$ cat src/design/kvrt_pkg.sv
`timescale 1ns / 1ps

package kvrt_pkg;

    localparam int KEY_W    = 8;
    localparam int VALUE_W  = 16;
    localparam int CAP_W    = 7;
    localparam int BYTES_W  = 8;
    localparam int ACTION_W = 2;
    localparam int STATUS_W = 2;

    localparam logic [ACTION_W-1:0] ACT_ADD    = 2'd0;
    localparam logic [ACTION_W-1:0] ACT_LOOKUP = 2'd1;
    localparam logic [ACTION_W-1:0] ACT_DUMP   = 2'd2;

    localparam logic [STATUS_W-1:0] ST_OK        = 2'd0;
    localparam logic [STATUS_W-1:0] ST_FULL      = 2'd1;
    localparam logic [STATUS_W-1:0] ST_NOT_FOUND = 2'd2;
    localparam logic [STATUS_W-1:0] ST_EMPTY     = 2'd3;

    localparam logic [CAP_W-1:0] CAP_RESET = 7'd64;

    typedef struct packed {
        logic [KEY_W-1:0]   key;
        logic [VALUE_W-1:0] value;
    } kvrt_record_t;

    typedef struct packed {
        logic [STATUS_W-1:0] status;
        logic                found;
        logic [KEY_W-1:0]    out_key;
        logic [VALUE_W-1:0]  out_value;
        logic                last;
    } kvrt_result_t;

    typedef enum logic [1:0] {
        FSM_IDLE,
        FSM_LOOKUP,
        FSM_DUMP,
        FSM_RESP
    } kvrt_state_t;

endpackage

$ cat src/design/kvrt_mem.sv
`timescale 1ns / 1ps

module kvrt_mem #(
    parameter int DEPTH = 64,
    parameter int AW    = 6
) (
    input  logic                  aclk,
    input  logic                  wr_en,
    input  logic [AW-1:0]         wr_addr,
    input  kvrt_pkg::kvrt_record_t wr_data,
    input  logic                  rd_en,
    input  logic [AW-1:0]         rd_addr,
    output kvrt_pkg::kvrt_record_t rd_data
);
    import kvrt_pkg::*;

    kvrt_record_t mem_reg [DEPTH];
    kvrt_record_t rd_data_reg;

    always_ff @(posedge aclk) begin
        if (wr_en) begin
            mem_reg[wr_addr] <= wr_data;
        end
    end

    // hold the last word read until the next read
    always_ff @(posedge aclk) begin
        if (rd_en) begin
            rd_data_reg <= mem_reg[rd_addr];
        end
    end

    assign rd_data = rd_data_reg;

endmodule

$ cat src/design/kvrt_ctrl.sv
`timescale 1ns / 1ps

module kvrt_ctrl #(
    parameter int MAX_ENTRIES = 64,
    parameter int AW          = 6,
    parameter int CW          = 7
) (
    input  logic                               aclk,
    input  logic                               aresetn,
    input  logic                               s_valid,
    output logic                               s_ready,
    input  logic [kvrt_pkg::ACTION_W-1:0]      s_action,
    input  logic [kvrt_pkg::KEY_W-1:0]         s_key,
    input  logic [kvrt_pkg::VALUE_W-1:0]       s_value,
    input  logic [kvrt_pkg::CAP_W-1:0]         capacity,
    output logic                               res_valid,
    input  logic                               res_ready,
    output kvrt_pkg::kvrt_result_t             res,
    output logic [CW-1:0]                      count,
    output logic                               wr_en,
    output logic [AW-1:0]                      wr_addr,
    output kvrt_pkg::kvrt_record_t             wr_data,
    output logic                               rd_en,
    output logic [AW-1:0]                      rd_addr,
    input  kvrt_pkg::kvrt_record_t             rd_data
);
    import kvrt_pkg::*;

    kvrt_state_t  state_reg, state_next;
    logic [CW-1:0] count_reg, count_next;
    logic [CW-1:0] issue_reg, issue_next;
    logic [CW-1:0] emit_reg, emit_next;
    logic          rd_valid_reg, rd_valid_next;
    logic [KEY_W-1:0] key_reg, key_next;
    kvrt_result_t  pend_reg, pend_next;

    logic          accept;
    logic          full;
    logic          more;
    logic          hit;
    logic          emit;
    logic          dump_last;
    logic [7:0]    count_ext;

    assign accept    = s_valid && s_ready;
    assign count_ext = 8'(count_reg);
    assign full      = (count_ext >= {1'b0, capacity}) || (count_ext >= 8'(MAX_ENTRIES));
    assign more      = issue_reg < count_reg;
    assign hit       = rd_valid_reg && (rd_data.key == key_reg);
    assign dump_last = CW'(emit_reg + 1'b1) == count_reg;

    assign count   = count_reg;
    assign wr_addr = count_reg[AW-1:0];
    assign wr_data = '{key: s_key, value: s_value};
    assign rd_addr = issue_reg[AW-1:0];

    always_ff @(posedge aclk) begin
        if (!aresetn) begin
            state_reg    <= FSM_IDLE;
            count_reg    <= '0;
            rd_valid_reg <= 1'b0;
        end else begin
            state_reg    <= state_next;
            count_reg    <= count_next;
            rd_valid_reg <= rd_valid_next;
        end
    end

    always_ff @(posedge aclk) begin
        issue_reg <= issue_next;
        emit_reg  <= emit_next;
        key_reg   <= key_next;
        pend_reg  <= pend_next;
    end

    always_comb begin
        state_next    = state_reg;
        count_next    = count_reg;
        issue_next    = issue_reg;
        emit_next     = emit_reg;
        rd_valid_next = 1'b0;
        key_next      = key_reg;
        pend_next     = pend_reg;
        s_ready       = 1'b0;
        wr_en         = 1'b0;
        rd_en         = 1'b0;
        res_valid     = 1'b0;
        res           = pend_reg;
        emit          = 1'b0;

        case (state_reg)
            FSM_IDLE: begin
                s_ready = 1'b1;
                if (accept) begin
                    issue_next = '0;
                    emit_next  = '0;
                    key_next   = s_key;
                    pend_next  = '{status: ST_OK, found: 1'b0, out_key: '0,
                                   out_value: '0, last: 1'b1};
                    case (s_action)
                        ACT_ADD: begin
                            if (full) begin
                                pend_next.status = ST_FULL;
                            end else begin
                                wr_en      = 1'b1;
                                count_next = CW'(count_reg + 1'b1);
                            end
                            state_next = FSM_RESP;
                        end
                        ACT_LOOKUP: begin
                            if (count_reg == '0) begin
                                pend_next.status = ST_NOT_FOUND;
                                state_next       = FSM_RESP;
                            end else begin
                                state_next = FSM_LOOKUP;
                            end
                        end
                        ACT_DUMP: begin
                            if (count_reg == '0) begin
                                pend_next.status = ST_EMPTY;
                                state_next       = FSM_RESP;
                            end else begin
                                state_next = FSM_DUMP;
                            end
                        end
                        default: begin
                            state_next = FSM_IDLE;
                        end
                    endcase
                end
            end

            FSM_LOOKUP: begin
                // one read issued per cycle, compare the word read the cycle before
                if (hit) begin
                    pend_next.status    = ST_OK;
                    pend_next.found     = 1'b1;
                    pend_next.out_key   = key_reg;
                    pend_next.out_value = rd_data.value;
                    state_next          = FSM_RESP;
                end else if (more) begin
                    rd_en         = 1'b1;
                    rd_valid_next = 1'b1;
                    issue_next    = CW'(issue_reg + 1'b1);
                end else if (rd_valid_reg) begin
                    pend_next.status = ST_NOT_FOUND;
                    state_next       = FSM_RESP;
                end
            end

            FSM_DUMP: begin
                res_valid = rd_valid_reg;
                res       = '{status: ST_OK, found: 1'b0, out_key: rd_data.key,
                              out_value: rd_data.value, last: dump_last};
                emit      = rd_valid_reg && res_ready;
                if (more && (!rd_valid_reg || emit)) begin
                    rd_en      = 1'b1;
                    issue_next = CW'(issue_reg + 1'b1);
                end
                rd_valid_next = rd_en || (rd_valid_reg && !emit);
                if (emit) begin
                    emit_next = CW'(emit_reg + 1'b1);
                    if (dump_last) begin
                        state_next = FSM_IDLE;
                    end
                end
            end

            FSM_RESP: begin
                res_valid = 1'b1;
                if (res_ready) begin
                    state_next = FSM_IDLE;
                end
            end

            default: begin
                state_next = FSM_IDLE;
            end
        endcase
    end

endmodule

$ cat src/design/key_value_record_table.sv
`timescale 1ns / 1ps

// Append-only table of 8-bit keys with 16-bit values, three bytes per record.
// Input word (s_valid/s_ready): action, key, value. Action add appends a
// record or reports full; lookup returns the first record with a matching
// key or not-found; dump streams every record in insertion order, last set
// on the final word, or one empty-status word when the table is empty.
// Action three is taken and dropped. Every result word carries byte_count,
// three times the stored records after the input word.
// Result words leave through an output register (m_valid/m_ready); a stall
// on m_ready holds the register and the dump stream, and an input word is
// still taken while a finished result waits there.
// Records sit in one memory with a registered read. A lookup scans one
// record per cycle through the read port; a dump gives one word per cycle
// while m_ready does not stall it. One input word is worked on at a time;
// the next is taken once the final result enters the output register.
// Capacity is written through cfg_valid/cfg_ready/cfg_data; the user must
// write it only while idle, as the block itself does not enforce it.
// Reset empties the table and sets the capacity to 64; record memory is not
// cleared, as only stored records are ever read.
module key_value_record_table #(
    parameter int MAX_ENTRIES = 64
) (
    input  logic                            aclk,
    input  logic                            aresetn,
    input  logic                            s_valid,
    output logic                            s_ready,
    input  logic [kvrt_pkg::ACTION_W-1:0]   s_action,
    input  logic [kvrt_pkg::KEY_W-1:0]      s_key,
    input  logic [kvrt_pkg::VALUE_W-1:0]    s_value,
    output logic                            m_valid,
    input  logic                            m_ready,
    output logic [kvrt_pkg::STATUS_W-1:0]   m_status,
    output logic                            m_found,
    output logic [kvrt_pkg::KEY_W-1:0]      m_out_key,
    output logic [kvrt_pkg::VALUE_W-1:0]    m_out_value,
    output logic [kvrt_pkg::BYTES_W-1:0]    m_byte_count,
    output logic                            m_last,
    input  logic                            cfg_valid,
    output logic                            cfg_ready,
    input  logic [kvrt_pkg::CAP_W-1:0]      cfg_data
);
    import kvrt_pkg::*;

    localparam int AW = (MAX_ENTRIES > 1) ? $clog2(MAX_ENTRIES) : 1;
    localparam int CW = $clog2(MAX_ENTRIES + 1);

    logic [CAP_W-1:0]   cap_reg;
    logic               m_valid_reg, m_valid_next;
    kvrt_result_t       out_reg;
    logic [BYTES_W-1:0] bytes_reg;

    logic               res_valid;
    logic               res_ready;
    kvrt_result_t       res;
    logic [CW-1:0]      count;
    logic [BYTES_W-1:0] count_ext;
    logic [BYTES_W-1:0] bytes_used;
    logic               load;

    logic               wr_en;
    logic [AW-1:0]      wr_addr;
    kvrt_record_t       wr_data;
    logic               rd_en;
    logic [AW-1:0]      rd_addr;
    kvrt_record_t       rd_data;

    assign cfg_ready = 1'b1;

    always_ff @(posedge aclk) begin
        if (!aresetn) begin
            cap_reg <= CAP_RESET;
        end else if (cfg_valid) begin
            cap_reg <= cfg_data;
        end
    end

    kvrt_mem #(
        .DEPTH (MAX_ENTRIES),
        .AW    (AW)
    ) u_mem (
        .aclk    (aclk),
        .wr_en   (wr_en),
        .wr_addr (wr_addr),
        .wr_data (wr_data),
        .rd_en   (rd_en),
        .rd_addr (rd_addr),
        .rd_data (rd_data)
    );

    kvrt_ctrl #(
        .MAX_ENTRIES (MAX_ENTRIES),
        .AW          (AW),
        .CW          (CW)
    ) u_ctrl (
        .aclk      (aclk),
        .aresetn   (aresetn),
        .s_valid   (s_valid),
        .s_ready   (s_ready),
        .s_action  (s_action),
        .s_key     (s_key),
        .s_value   (s_value),
        .capacity  (cap_reg),
        .res_valid (res_valid),
        .res_ready (res_ready),
        .res       (res),
        .count     (count),
        .wr_en     (wr_en),
        .wr_addr   (wr_addr),
        .wr_data   (wr_data),
        .rd_en     (rd_en),
        .rd_addr   (rd_addr),
        .rd_data   (rd_data)
    );

    assign count_ext    = BYTES_W'(count);
    assign bytes_used   = BYTES_W'((count_ext << 1) + count_ext);
    assign res_ready    = !m_valid_reg || m_ready;
    assign load         = res_valid && res_ready;
    assign m_valid_next = load || (m_valid_reg && !m_ready);

    always_ff @(posedge aclk) begin
        if (!aresetn) begin
            m_valid_reg <= 1'b0;
        end else begin
            m_valid_reg <= m_valid_next;
        end
    end

    always_ff @(posedge aclk) begin
        if (load) begin
            out_reg   <= res;
            bytes_reg <= bytes_used;
        end
    end

    assign m_valid      = m_valid_reg;
    assign m_status     = out_reg.status;
    assign m_found      = out_reg.found;
    assign m_out_key    = out_reg.out_key;
    assign m_out_value  = out_reg.out_value;
    assign m_byte_count = bytes_reg;
    assign m_last       = out_reg.last;

endmodule
$ cat config.mk
export PLATFORM = sky130hd
export DESIGN_NAME = key_value_record_table
export DESIGN_NICKNAME = d
export VERILOG_FILES = /design/src/design/kvrt_pkg.sv /design/src/design/kvrt_mem.sv /design/src/design/kvrt_ctrl.sv /design/src/design/key_value_record_table.sv
export SDC_FILE = /design/constraint.sdc
export NUM_CORES = 2
export LEC_CHECK = 0
export ABC_AREA = 1
export BUFFER_PORTS_ARGS = -buffer_cell sky130_fd_sc_hd__clkbuf_2
export CAP_MARGIN = 25
export CORE_ASPECT_RATIO = 0.7
export CORE_MARGIN = 5
export CORE_UTILIZATION = 55
export DETAILED_ROUTE_END_ITERATION = 7
export PLACE_DENSITY = 0.71
export SETUP_SLACK_MARGIN = 0.02
export SYNTH_ARGS = -nofsm -noshare
export SYNTH_HDL_FRONTEND = slang
export SYNTH_SLANG_ARGS = --single-unit
$ cat constraint.sdc
create_clock -name aclk -period 4.25 [get_ports aclk]
set_input_delay 0.425 -clock aclk [delete_from_list [all_inputs] [get_ports aclk]]
set_output_delay 0.425 -clock aclk [all_outputs]
set_load 0.005 [all_outputs]
**After elaboration in Yosys (flattened, before gate mapping)**

Memory sizes are Yosys's and may differ from the RTL's. A register that Yosys moved wholly into a read port is not among the register bits.
Cells that the tools add are included.
Widths: inputs -> output; s select.

- Bits in registers: 103
- RAM bits: 1,536
- Output and inout bits: 39
- Logic and storage cells: 116
- Memories: 1

Memories:

| name | words | bits a word | read ports | clocked after Yosys merged registers in | wr ports | line | source |
|---|---|---|---|---|---|---|---|
| u_mem.mem_reg | 64 | 24 | 1 | 1 | 1 | kvrt_mem.sv:17 | `kvrt_record_t mem_reg [DEPTH];` |

- Add/sub/neg operators: 4
- $lt $le $gt $ge: 3
- Equal/unequal tests: 17
- Muxes and demuxes: 43
- Bitwise logic cells: 1
- Reduce and logical (&&, ||, !) cells: 29

Operators by type and width:

| cell | number |
|---|---|
| $pmux 27 s2 | 1 |
| $mux 25 | 2 |
| $mux 7 | 5 |
| $mux 28 | 1 |
| $mux 2 | 13 |
| $add 7x1->7 const B | 3 |
| $pmux 7 s3 | 1 |
| $pmux 7 s2 | 1 |
| $mux 1 | 13 |
| $ne 2x1->1 const B | 6 |
| $pmux 2 s3 | 2 |
| $add 8x7->8 | 1 |
| $eq 8x8->1 | 1 |
| $pmux 2 s4 | 1 |
| $reduce_and 4->1 | 2 |
| $eq 7x7->1 | 1 |
| $ge 7x7->1 | 1 |
| $ge 7x7->1 const B | 1 |
| $logic_and 1x1->1 | 7 |
| $logic_not 7->1 | 1 |
| $lt 7x7->1 | 1 |
| $eq 2x2->1 const B | 3 |
| $pmux 1 s2 | 3 |
| $reduce_and 3->1 | 2 |
| 13 further kinds | 24 |

**Logic depth before layout (Yosys ltp)**

- Word-level depth: 9
- Gate-level depth with buffers: 14
- Gate-level depth less buffers: 14

**By module**

Synthesis repeated with hierarchy kept, for this count alone.

- Cell total of the unflattened synthesis: 5,852
- Area total of the unflattened synthesis: 68,545.7 µm²

By module, submodules not included:

| module | times used | cells each | area an instance (µm²) | seq. area each (µm²) |
|---|---|---|---|---|
| kvrt_mem | 1 | 5,230 | 62,995.4 | 46,844.9 |
| kvrt_ctrl | 1 | 501 | 3,905.0 | 1,671.6 |
| key_value_record_table | 1 | 121 | 1,645.3 | 1,241.2 |

**Least setup slack after synthesis**

OpenSTA, ideal clock, no wires.

- Kind: register to register
- From: reg u_ctrl.count_reg[3], in the netlist u_ctrl.count[3]
- To: reg, netlist name u_mem.rd_data[0]
- Library setup time: 0.442 ns
- Data arrival time: 3.357 ns
- Path slack: 0.451 ns
- Stages on the path, launching flop included: 10
- Path buffers: 0
- Period minus slack after synthesis: 3.799 ns
- Cells stage by stage: dfxtp_1 -> clkinv_1 -> ha_1 -> nand2_1 -> nor2_1 -> a21oi_2 -> nand3_1 -> nand2_1 -> inv_1 -> a211oi_1

- Cells in the longest elaborated chain, start to end: 5
- Elaborated cells between the ends (all ways): 7

Ends and longest elaborated chain:

| item | line | source |
|---|---|---|
| start, declared | kvrt_ctrl.sv:30 | `logic [CW-1:0] count_reg, count_next;` |
| start signal, assigned | kvrt_ctrl.sv:64 | `count_reg <= count_next;` |
| $lt 7x7->1 (*) | kvrt_ctrl.sv:48 | `assign more = issue_reg < count_reg;` |
| $logic_and 1x1->1 | kvrt_ctrl.sv:156 | `if (more && (!rd_valid_reg \|\| emit)) begin` |
| $mux 1 | kvrt_ctrl.sv:156 |  |
| $mux 1 | kvrt_ctrl.sv:91 | `case (state_reg)` |
| $pmux 1 s2 (*) | kvrt_ctrl.sv:91 |  |
| named net rd_en | key_value_record_table.sv:64 | `logic rd_en;` |

Mark *: on every way through the listed nets, which the timed path passes. The rest lies on a longest branch. The select of a mux whose other input is x is not followed.
A chain may end at the register's enable or synchronous reset.

**Final worst setup path**

- From: reg u_ctrl.count_reg[0], in the netlist u_ctrl.count[0]
- To: mem u_mem.mem_reg[30][19] (netlist bit), enable pin

- Cells in the longest elaborated chain, start to end: 8
- Elaborated cells between the ends (all ways): 9

Ends and longest elaborated chain:

| item | line | source |
|---|---|---|
| $ge 7x7->1 | kvrt_ctrl.sv:47 | `assign full = (count_ext >= {1'b0, capacity}) \|\| (count_ext >= 8'(MAX_ENTRIES));` |
| $logic_or 1x1->1 | kvrt_ctrl.sv:47 |  |
| $mux 1 | kvrt_ctrl.sv:102 | `if (full) begin` |
| $mux 1 | kvrt_ctrl.sv:100 | `case (s_action)` |
| $mux 1 | kvrt_ctrl.sv:94 | `if (accept) begin` |
| $mux 1 | kvrt_ctrl.sv:91 |  |
| $mux 1 | kvrt_mem.sv:21 | `if (wr_en) begin` |
| $mux 1 (implied by the code) | kvrt_mem.sv:22 | `mem_reg[wr_addr] <= wr_data;` |
| end, declared | kvrt_mem.sv:17 |  |

Several ways; a longest one is shown, not always the timed one.

==> results.toml <==
[synthesis]
synth_nets = 5190
ys.warnings.count = 0
yosysUniqueCellTypes = 35
synth_area_leader_cell = "edfxtp_1"
synth_area_leaders = "edfxtp_1, nor2_1, o21ai_0"
netlist_area_mm2 = 0.0663
ys_seq_elements = 1663
synth_top_area_share_pct = 74.5
ys_seq_area_share_pct = 75.0
synth_cells = 5117
syn_area_per_cell_um2 = 13.0

[timing]
fin_tns_setup_ps = 0
finClkSkew_ps = 30.4
relSlewSlack_pct = 28.5
period_needed_ps = 3510
hold_viol = 0
setup_viol = 0
drv_slew = 0
worstMarginPinSlew_ps = 1070
fmax_ghz = 0.285
grt_setup_unrepaired = "no"
period_share_pct = 82.6

[floorplanning]
io-pin-count = 77
die_area_mm2 = 0.128
num_rows = 106
fp.coreArea_mm2 = 0.120
die_width_um = 425
fp.dieH_um = 301
start_util_pct = 55.4

[clocking]
clock_sinks = 1663
path_clk_slew_ps = 60
htreeDepth = 4
cts_tree = "built"
postCtsSetupBuffers = 0
clockBufferDepth = 3
cts_inserted_buffers = 149
cts_root_buf = "clkbuf_16"
worstSkewPairLatency_ps = 790

[setup_path]
cp.arrival_ps = 3990
rrSetupSlack_ps = 740
crit_path_end_kind = "flop"
critPathMaxFanout = 11
crit_type = "reg -> reg"
critPathRequiredTime_ps = 4720
worstReg2RegEnd = "u_mem.mem_reg[30][19]"
timing.rr.start = "u_ctrl.count[0]"
worst_r2r_path_depth = 13
critical_path.startpoint_type = "flop"

[drt]
via_per_inst = 6.20
dr_wl_met3_mm = 26.4
route.detailed.drc = 0
wl_met2_mm = 75.2
wl_met1_mm = 73.1
wirelength_mm = 180
dr_total_vias = 43034
drtPass1Iterations = 8
maxUsedRoutingLayer = "met5"
antenna_left = 0
first_iter_violations = 7127
wire_per_inst_um = 25.9

[layout]
largest_reg_flops = 1536
final_cells = 6937
areaGrowthSynthToFinish_pct = 11.0
final_cell_mix = "edfxtp_1, nor2_1, o21ai_0"
drive_above_1_share_pct = 10.2
final_common_cell = "edfxtp_1"
finalNetCount = 5276
diodes = 0

[pwr]
power-per-cell-area_mw_per_mm2 = 643
leakagePower_nw = 24.1
peakVddDrop_v = 0.000684

[run_status]
outcome = "complete, no violations"

[global_routing]
grt_pass1_wl_mm = 264
grt_pass1_vias = 39676
grt_max_degree = 198
grt_antenna_before_repair = 9
overflow = 0
track_usage_pct = 27.9

[worst_hold_path]
worstHoldStart = "cfg_data[1]"
hold_depth = 3
hold_end = "cap_reg[1]"
hold_class = "in -> reg"

[flow_run]
max_cap_violations = 0

[placement]
dp_cells = 6659
gp_congestion = 0.936
portBuffers = 75
dp_hpwl_mm = 107
==> kinds of logic after synthesis <==
logic type / synth area share [%]
and+or+nand+nor: 10.1
DFF: 75.0
AOI/OAI and AO/OA: 10.8
buffers and inverters: 3.23
adders and majority gates: 0.672
xor gates and xnor gates: 0.198
other: 0.00565
==> worst max-delay path, stage by stage (launching register included) <==
cell     delay [ps]
dfxtp_1         500
inv_1           240
ha_1            320
nand2_1          80
nor2_1           50
nand4_1          60
nand3_1          80
nor2_1          130
nand2_1         210
inv_1           360
nand3_1         130
buf_4           260
nor2_2          490
buf_4           300
==> power breakdown <==
group	switching, W	internal (W)
combinational	0.0113	0.00398
sequential	0.000236	0.0186
clock	0.00589	0.00732
==> cell type report <==
type                            instances  area (um2)
Inverter                              102         399
Timing Repair Buffer                  271        2110
Clock buffer                          180        3890
Tap cell                             1620        2030
Multi-Input combinational cell       3016       14600
Sequential cell                      1663       49800
Clock inverter                         85         802
Fill cell                            8942       46000
==> cells in the mapped netlist (all sizes together) <==
master,number
o21a,1
buf,157
xnor2,5
fa,1
o21ai,825
nor3,3
xor2,10
o21bai,1
o211ai,176
dfxtp,18
edfxtp,1645
a21oi,62
clkbuf,179
nor2,1061
clkinv,5
a211oi,3
nand2,393
o22ai,193
nor4,1
inv,97
and2,1
or2,2
nand3,175
ha,34
o221ai,15
conb,1
nand4,53
==> per-layer routing <==
layer | vias up | GRT usage (%)
li1 | 18924 | -
met1 | 21079 | 43.2
met2 | 2725 | 38.2
met3 | 302 | 8.27
met4 | 4 | 8.33
met5 | - | 0
==> per-stage QoR <==
stage | hold WS, ps | power [W] | utilization (%) | instance area, um2 | setup WS (ps)
finish | 51.8 | 0.0473 | 61.5 | 73600 | 738
global route | 56.0 | 0.0493 | 61.5 | 73600 | 499
CTS | 3.11 | 0.0470 | 61.5 | 73600 | 817
detailed placement | 461 | 0.0339 | 57.5 | 68800 | 857
global placement | 455 | 0.0337 | 57.5 | 68800 | 921
floorplan | 432 | 0.0285 | - | 66300 | 451
==> repair_timing <==
item	4_1_cts	5_1_grt
gates resized for setup	0	0
endpoints found under the hold margin	14	0
hold buffers	12	0
==> worst max-delay path by stage <==
| stage | start | to | slack (ps) |
|---|---|---|---|
| floorplan | u_ctrl.count[3] | u_mem.rd_data[0] | 450 |
| global placement | u_ctrl.count[0] | u_mem.mem_reg[30][14] | 920 |
| CTS | u_ctrl.count[0] | u_mem.mem_reg[30][0] | 820 |
| detailed placement | u_ctrl.count[0] | u_mem.mem_reg[30][0] | 860 |
| finish | u_ctrl.count[0] | u_mem.mem_reg[30][19] | 740 |
| global route | u_ctrl.count[0] | u_mem.mem_reg[16][0] | 500 |
Note: power is estimated with default switching activity, not from simulation.
